$ cat config.mk
export PLATFORM = sky130hd
export DESIGN_NAME = tag_length_chunk_deframer_flat
export DESIGN_NICKNAME = d
export VERILOG_FILES = /design/src/hw/rtl/tlcd_pkg.sv /design/src/hw/rtl/tlcd_if.sv /design/src/hw/rtl/tlcd_parse.sv /design/src/hw/rtl/tag_length_chunk_deframer.sv /design/src/flat_wrapper.sv
export SDC_FILE = /design/constraint.sdc
export NUM_CORES = 1
export LEC_CHECK = 0
export ABC_AREA = 0
export BUFFER_PORTS_ARGS = -buffer_cell sky130_fd_sc_hd__buf_4
export CAP_MARGIN = 20
export CORE_UTILIZATION = 40
export DETAILED_ROUTE_END_ITERATION = 10
export PLACE_DENSITY = 0.54
export SYNTH_ARGS = -nofsm -noshare
export SYNTH_HDL_FRONTEND = slang
export SYNTH_HIERARCHICAL = 1
export SYNTH_SLANG_ARGS = --single-unit
export TNS_END_PERCENT = 10
$ cat constraint.sdc
create_clock -name clk_i -period 6.79 [get_ports clk_i]
set_clock_uncertainty 0.05 [all_clocks]
set_input_delay 0.679 -clock clk_i [delete_from_list [all_inputs] [get_ports clk_i]]
set_output_delay 0.679 -clock clk_i [all_outputs]
set_load 0.03 [all_outputs]
$ cat src/hw/rtl/tlcd_pkg.sv
// Package for the tag-length chunk deframer: constants, status codes and word types.
package tlcd_pkg;

  // Section header layout: 4-byte tag then 4-byte length, both little endian
  localparam int unsigned HeaderBytes = 8;
  localparam int unsigned FieldBytes  = 4;
  localparam int unsigned PosWidth    = $clog2(HeaderBytes);

  // End-of-stream status codes
  typedef enum logic [1:0] {
    StatusOk          = 2'd0,
    StatusTruncHeader = 2'd1,
    StatusPayloadOver = 2'd2
  } status_e;

  // One input word
  typedef struct packed {
    logic [7:0] data_byte;
    logic       last_byte;
  } in_word_t;

  // One labelled output word
  typedef struct packed {
    logic [7:0]  byte_out;
    logic        is_payload;
    logic [31:0] section_tag;
    logic [31:0] payload_length;
    logic [31:0] payload_offset;
    logic        header_done;
    logic        section_end;
    logic [31:0] section_number;
    logic        stream_end;
    status_e     status;
  } out_word_t;

endpackage

$ cat src/hw/rtl/tlcd_if.sv
// Stream interfaces for the deframer: raw byte input and labelled byte output.
interface tlcd_in_if;
  logic       valid;
  logic       ready;
  logic [7:0] data_byte;
  logic       last_byte;

  modport source (output valid, output data_byte, output last_byte, input ready);
  modport sink   (input valid, input data_byte, input last_byte, output ready);
endinterface

interface tlcd_out_if;
  logic        valid;
  logic        ready;
  logic [7:0]  byte_out;
  logic        is_payload;
  logic [31:0] section_tag;
  logic [31:0] payload_length;
  logic [31:0] payload_offset;
  logic        header_done;
  logic        section_end;
  logic [31:0] section_number;
  logic        stream_end;
  logic [1:0]  status;

  modport source (
    output valid, output byte_out, output is_payload, output section_tag,
    output payload_length, output payload_offset, output header_done,
    output section_end, output section_number, output stream_end, output status,
    input ready
  );
  modport sink (
    input valid, input byte_out, input is_payload, input section_tag,
    input payload_length, input payload_offset, input header_done,
    input section_end, input section_number, input stream_end, input status,
    output ready
  );
endinterface

$ cat src/hw/rtl/tlcd_parse.sv
// Section parser: header assembly, payload tracking and per-byte labelling.
module tlcd_parse import tlcd_pkg::*; (
  input  logic      clk_i,
  input  logic      rst_ni,
  input  logic      step_i,
  input  in_word_t  word_i,
  output out_word_t word_o
);

  logic [PosWidth-1:0] pos_q, pos_d;
  logic                in_pay_q, in_pay_d;
  logic [31:0]         tag_q, tag_d;
  logic [31:0]         len_q, len_d;
  logic [31:0]         rem_q, rem_d;
  logic [31:0]         sec_q, sec_d;

  logic [31:0] tag_base, len_base;
  logic [4:0]  lane_sel;
  logic [31:0] sec_next;

  // Saturating section index
  assign sec_next = (sec_q == '1) ? sec_q : sec_q + 32'd1;
  // Byte lane inside the 32-bit field being assembled
  assign lane_sel = {pos_q[1:0], 3'b000};

  // Label the word and work out the next state
  always_comb begin
    pos_d    = pos_q;
    in_pay_d = in_pay_q;
    tag_d    = tag_q;
    len_d    = len_q;
    rem_d    = rem_q;
    sec_d    = sec_q;
    tag_base = (pos_q == '0) ? 32'd0 : tag_q;
    len_base = (pos_q == '0) ? 32'd0 : len_q;

    word_o                = '0;
    word_o.byte_out       = word_i.data_byte;
    word_o.section_number = sec_q;
    word_o.stream_end     = word_i.last_byte;
    word_o.status         = StatusOk;

    if (in_pay_q) begin
      word_o.is_payload     = 1'b1;
      word_o.section_tag    = tag_q;
      word_o.payload_length = len_q;
      word_o.payload_offset = len_q - rem_q;
      if (rem_q != '0) begin
        rem_d = rem_q - 32'd1;
      end
      if (rem_d == '0) begin
        word_o.section_end = 1'b1;
        in_pay_d           = 1'b0;
        sec_d              = sec_next;
      end
    end else begin
      tag_d = tag_base;
      len_d = len_base;
      if (32'(pos_q) < FieldBytes) begin
        tag_d[lane_sel +: 8] = word_i.data_byte;
      end else begin
        len_d[lane_sel +: 8] = word_i.data_byte;
      end
      if (32'(pos_q) == HeaderBytes - 1) begin
        pos_d                 = '0;
        word_o.header_done    = 1'b1;
        word_o.section_tag    = tag_d;
        word_o.payload_length = len_d;
        if (len_d == '0) begin
          word_o.section_end = 1'b1;
          sec_d              = sec_next;
        end else begin
          in_pay_d = 1'b1;
          rem_d    = len_d;
        end
      end else begin
        pos_d = pos_q + PosWidth'(1);
      end
    end

    // Stream end: report and start over
    if (word_i.last_byte) begin
      if (in_pay_d) begin
        word_o.status = StatusPayloadOver;
      end else if (pos_d != '0) begin
        word_o.status = StatusTruncHeader;
      end
      pos_d    = '0;
      in_pay_d = 1'b0;
      tag_d    = '0;
      len_d    = '0;
      rem_d    = '0;
      sec_d    = '0;
    end
  end

  // Parser state
  always_ff @(posedge clk_i or negedge rst_ni) begin
    if (!rst_ni) begin
      pos_q    <= '0;
      in_pay_q <= 1'b0;
      tag_q    <= '0;
      len_q    <= '0;
      rem_q    <= '0;
      sec_q    <= '0;
    end else if (step_i) begin
      pos_q    <= pos_d;
      in_pay_q <= in_pay_d;
      tag_q    <= tag_d;
      len_q    <= len_d;
      rem_q    <= rem_d;
      sec_q    <= sec_d;
    end
  end

endmodule

$ cat src/hw/rtl/tag_length_chunk_deframer.sv
// Top level of the tag-length chunk deframer: input register, parser, result register.
//
//   port    dir  what one word carries
//   in_i    in   data_byte, last_byte (one raw stream byte)
//   out_o   out  byte_out plus role, tag, length, offset, section and status labels
//
// One byte per cycle sustained while out_o is ready; an accepted word is offered on out_o
// once it has passed the input register, then the result register.
// The parser state advances only when the input register hands its word to the
// result register, so stalls on the output hold everything in place while the
// input register still takes one more word.
// Reset (rst_ni low, asynchronous) empties both registers and clears the parser.
module tag_length_chunk_deframer import tlcd_pkg::*; (
  input  logic       clk_i,
  input  logic       rst_ni,
  tlcd_in_if.sink    in_i,
  tlcd_out_if.source out_o
);

  logic      in_vld_q;
  in_word_t  in_word_q;
  logic      out_vld_q;
  out_word_t out_word_q;
  out_word_t res_word;
  logic      step;

  // Word moves from input register to result register
  assign step       = in_vld_q && (!out_vld_q || out_o.ready);
  assign in_i.ready = !in_vld_q || step;

  // Input register
  always_ff @(posedge clk_i or negedge rst_ni) begin
    if (!rst_ni) begin
      in_vld_q <= 1'b0;
    end else if (in_i.ready) begin
      in_vld_q <= in_i.valid;
    end
  end

  always_ff @(posedge clk_i) begin
    if (in_i.valid && in_i.ready) begin
      in_word_q.data_byte <= in_i.data_byte;
      in_word_q.last_byte <= in_i.last_byte;
    end
  end

  tlcd_parse u_parse (
    .clk_i  (clk_i),
    .rst_ni (rst_ni),
    .step_i (step),
    .word_i (in_word_q),
    .word_o (res_word)
  );

  // Result register
  always_ff @(posedge clk_i or negedge rst_ni) begin
    if (!rst_ni) begin
      out_vld_q <= 1'b0;
    end else if (step) begin
      out_vld_q <= 1'b1;
    end else if (out_o.ready) begin
      out_vld_q <= 1'b0;
    end
  end

  always_ff @(posedge clk_i) begin
    if (step) begin
      out_word_q <= res_word;
    end
  end

  assign out_o.valid          = out_vld_q;
  assign out_o.byte_out       = out_word_q.byte_out;
  assign out_o.is_payload     = out_word_q.is_payload;
  assign out_o.section_tag    = out_word_q.section_tag;
  assign out_o.payload_length = out_word_q.payload_length;
  assign out_o.payload_offset = out_word_q.payload_offset;
  assign out_o.header_done    = out_word_q.header_done;
  assign out_o.section_end    = out_word_q.section_end;
  assign out_o.section_number = out_word_q.section_number;
  assign out_o.stream_end     = out_word_q.stream_end;
  assign out_o.status         = out_word_q.status;

endmodule

$ cat src/flat_wrapper.sv
// flat-port wrapper written by rule: the top's interface ports become plain ports
module tag_length_chunk_deframer_flat import tlcd_pkg::*;
  (clk_i, rst_ni, in_i_valid, in_i_data_byte, in_i_last_byte, in_i_ready, out_o_valid, out_o_byte_out, out_o_is_payload, out_o_section_tag, out_o_payload_length, out_o_payload_offset, out_o_header_done, out_o_section_end, out_o_section_number, out_o_stream_end, out_o_status, out_o_ready);
  tlcd_in_if in_i_i ();
  tlcd_out_if out_o_i ();
  input  logic clk_i;
  input  logic rst_ni;
  input wire logic [$bits(in_i_i.valid)-1:0] in_i_valid;
  input wire logic [$bits(in_i_i.data_byte)-1:0] in_i_data_byte;
  input wire logic [$bits(in_i_i.last_byte)-1:0] in_i_last_byte;
  output wire logic [$bits(in_i_i.ready)-1:0] in_i_ready;
  output wire logic [$bits(out_o_i.valid)-1:0] out_o_valid;
  output wire logic [$bits(out_o_i.byte_out)-1:0] out_o_byte_out;
  output wire logic [$bits(out_o_i.is_payload)-1:0] out_o_is_payload;
  output wire logic [$bits(out_o_i.section_tag)-1:0] out_o_section_tag;
  output wire logic [$bits(out_o_i.payload_length)-1:0] out_o_payload_length;
  output wire logic [$bits(out_o_i.payload_offset)-1:0] out_o_payload_offset;
  output wire logic [$bits(out_o_i.header_done)-1:0] out_o_header_done;
  output wire logic [$bits(out_o_i.section_end)-1:0] out_o_section_end;
  output wire logic [$bits(out_o_i.section_number)-1:0] out_o_section_number;
  output wire logic [$bits(out_o_i.stream_end)-1:0] out_o_stream_end;
  output wire logic [$bits(out_o_i.status)-1:0] out_o_status;
  input wire logic [$bits(out_o_i.ready)-1:0] out_o_ready;
  assign in_i_i.valid = in_i_valid;
  assign in_i_i.data_byte = in_i_data_byte;
  assign in_i_i.last_byte = in_i_last_byte;
  assign in_i_ready = in_i_i.ready;
  assign out_o_valid = out_o_i.valid;
  assign out_o_byte_out = out_o_i.byte_out;
  assign out_o_is_payload = out_o_i.is_payload;
  assign out_o_section_tag = out_o_i.section_tag;
  assign out_o_payload_length = out_o_i.payload_length;
  assign out_o_payload_offset = out_o_i.payload_offset;
  assign out_o_header_done = out_o_i.header_done;
  assign out_o_section_end = out_o_i.section_end;
  assign out_o_section_number = out_o_i.section_number;
  assign out_o_stream_end = out_o_i.stream_end;
  assign out_o_status = out_o_i.status;
  assign out_o_i.ready = out_o_ready;
  tag_length_chunk_deframer u_core (.clk_i(clk_i), .rst_ni(rst_ni), .in_i(in_i_i), .out_o(out_o_i));
endmodule
==> results.sh <==
export IMPL_fin_crit_ns=5.279
export IMPL_initial_utilization_pct=40.90
export IMPL_worstPathRequired_ns=7.21
export IMPL_status="finished, final reports clean"
export IMPL_final_nets=1706
export IMPL_yosysTopAreaCell="edfxtp_1"
export IMPL_postPlaceCellArea_um2=17010
export IMPL_hold_buffers=0
export IMPL_synth_cells=1544
export IMPL_final_common_cell="buf_4"
export IMPL_setup_viol=0
export IMPL_dp_hpwl_mm=35.70
export IMPL_slew_viol_final=0
export IMPL_irDropWorstVdd_mv=0.2250
export IMPL_cts_root_buf="clkbuf_16"
export IMPL_final_antenna_net_count=0
export IMPL_layout_common_cells="buf_4, edfxtp_1, nand2_1"
export IMPL_min_path_type="primary input to async pin"
export IMPL_post_cts_resized=0
export IMPL_cp_max_fo=29
export IMPL_final_util_pct=47.60
export IMPL_first_pass_iters=8
export IMPL_syn_avg_cell_area_um2=10.03
export IMPL_drt_iter0_drc=1399
export IMPL_p_leak_nw=7.313
export IMPL_synth_enable_flop_cells=151
export IMPL_rsz0062_at_grt="no"
export IMPL_fin_crit_sh_pct=77.74
export IMPL_synth_area_um2=15480
export IMPL_die_area_um2=39490
export IMPL_place_inst=2130
export IMPL_synth_flop_cell="edfxtp_1"
export IMPL_setup_worst_path_class="flip-flop to flip-flop"
export IMPL_antenna_found_initial=0
export IMPL_powerDensity_nw_per_um2=250.5
export IMPL_coreArea_um2=37840
export IMPL_grt_pass1_wl_mm=76.36
export IMPL_clock_sinks=285
export IMPL_clkTransAtPathRegs_ns=0.06
export IMPL_gp_congestion=0.9960
export IMPL_final_area_um2=18010
export IMPL_ys_seq_area_share_pct=50.95
export IMPL_synth_top_area_share_pct=29.29
export IMPL_cts_setup_buffers=0
export IMPL_first_global_vias=12250
export IMPL_pre_cts_slack_ns=1.633
export IMPL_drv_cap=0
export IMPL_layout_setup_ws_ns=1.511
export IMPL_num_io_pins=157
export IMPL_end_kind="flip-flop"
export IMPL_fmax_mhz=189.4
export IMPL_fin_cells=2190
export IMPL_io_buffers=156
export IMPL_cts_path_max_buffers=3
export IMPL_crit_arrival_ns=5.70
export IMPL_h_tree_depth=1
export IMPL_clock_latency_ns=0.61
export IMPL_rows=71
export IMPL_synth_area_top_cells="edfxtp_1, dfrtp_1, a22o_1"
export IMPL_async_reset_ff_share_pct=47.02
export IMPL_routed_wl_mm=50.79
export IMPL_drc=0
export IMPL_grtUsageTotal_pct=25.62
export IMPL_post_drt_wl_per_cell_um=23.19
export IMPL_grt_overflow_total=0
export IMPL_tightest_slew_ns=1.133
export IMPL_whs_ns=0.08794
export IMPL_viasPerCell=6.048
export IMPL_drive_gt1_share_pct=15.25
export IMPL_slew_headroom_pct=24.45
export IMPL_numCtsBuffers=31
export IMPL_grt_max_degree=86
export IMPL_cp_start_kind="flip-flop"
export IMPL_synth_nets=1596
export IMPL_ys_warn_count=6
export IMPL_cts_tree="done"
export IMPL_hold_viol=0
export IMPL_vias=13250
export IMPL_die_w_um=198.7
export IMPL_syn2layout_area_growth_pct=16.37
export IMPL_ys_ff_latch=285
export IMPL_fin_tns_setup_ns=0
export IMPL_ys_types=82
export IMPL_die_h_um=198.7
export IMPL_antennaDiodeCount=0
export IMPL_fin_total_pwr_mw=4.512
## worst max-delay path, cell delays in order, from the launching register on
cell	delay, ns
dfrtp_1	0.52
inv_1	0.24
ha_1	0.80
nor2_1	0.15
and3_1	0.32
a22o_1	0.22
nor4_1	0.34
o2111ai_1	0.20
nor3_1	0.35
a221o_2	0.67
nand2_1	0.72
a221o_1	0.55
## power by group
part           internal, mW  total [mW]  switching (mW)
combinational         0.271       0.853           0.582
sequential             1.92        2.00          0.0792
clock                 0.930        1.66           0.727
total                  3.12        4.51            1.39
## sequential cells by signal (all words and copies together) (netlist names)
name and flops:
u_core/out_o.status 2, u_core/in_word_q 9, u_core/out_o.payload_length 32, u_core/out_o.section_number 32, u_core/out_o.valid 1, u_core/out_o.section_tag 32
u_core/out_o.stream_end 1, u_core/u_parse/sec_q 32, u_core/u_parse/tag_q 32, u_core/out_o.section_end 1, u_core/u_parse/rem_q 32, u_core/in_vld_q 1
u_core/u_parse/in_pay_q 1, u_core/out_o.byte_out 8, u_core/u_parse/pos_q 3, u_core/out_o.payload_offset 32, u_core/out_o.is_payload 1, u_core/u_parse/len_q 32
u_core/out_o.header_done 1
## cells in the mapped netlist, types with 6 or more instances
cell       instances
o2bb2ai_1         22
nor2b_1           20
and2_1            26
xor2_1             7
ha_1              38
edfxtp_1         151
nor3_1            43
o211ai_1           7
o21a_1            11
nor2_1           125
and3_1            14
o21bai_1           8
o22ai_1           25
a22o_1            75
o21ai_0          131
clkbuf_1          75
inv_1             64
nand2b_1          13
nand3_1           38
and4_1             6
a21oi_1           52
nand4_1           20
xnor2_1           16
nor4_1            16
a31oi_1           50
nand2_1          142
a211oi_1           6
or3_1              9
a21o_1            25
dfrtp_1          134
mux2i_1            8
a22oi_1           44
buf_4             10
## worst paths after layout
path | from | endpoint | slack (ns) | cells past startpoint
worst min register to register | u_core/u_parse/tag_q[14] | u_core/u_parse/tag_q[14] | 0.45 | 1
worst max register to register | u_core/u_parse/pos_q[0] | u_core/u_parse/sec_q[2] | 1.51 | 11
max in group asynchronous | rst_ni | u_core/u_parse/sec_q[15] | 5.34 | 2
min in group clk_i | in_i_data_byte[0] | u_core/in_word_q[1] | 0.20 | 1
worst min-delay path | rst_ni | u_core/u_parse/len_q[9] | 0.09 | 1
worst max-delay path | u_core/u_parse/pos_q[0] | u_core/u_parse/sec_q[2] | 1.51 | 11
## cell families after synthesis
kind of cell             after synthesis  synth area share, %
XOR/XNOR                              23                1.301
buffers and inverters                162                4.357
multiplexers                          11               0.7355
AND/OR/NAND/NOR                      507                16.59
adder cells (fa/ha/maj)               39                3.201
flip-flops                           285                50.95
AO/OA/AOI/OAI                        517                22.86
## routing by layer
metal | vias up | GRT usage [%] | wire length (um)
met5 | - | 0 | 0
met1 | 6530 | 39.42 | 24290
met2 | 582 | 38.15 | 22110
met4 | 0 | 6.553 | 959
met3 | 76 | 2.645 | 3421
li1 | 6057 | - | -
## area by class of cell
| type | instances | area (um2) |
|---|---|---|
| clock buffer | 37 | 808.3 |
| clock inverter | 21 | 181.4 |
| fill | 3588 | 19830 |
| inverter | 64 | 240.2 |
| multi-input combinational | 1097 | 6938 |
| sequential | 285 | 7889 |
| tap | 511 | 639.4 |
| timing repair buffer | 175 | 1318 |
Note: power is estimated with default switching activity, not from simulation.
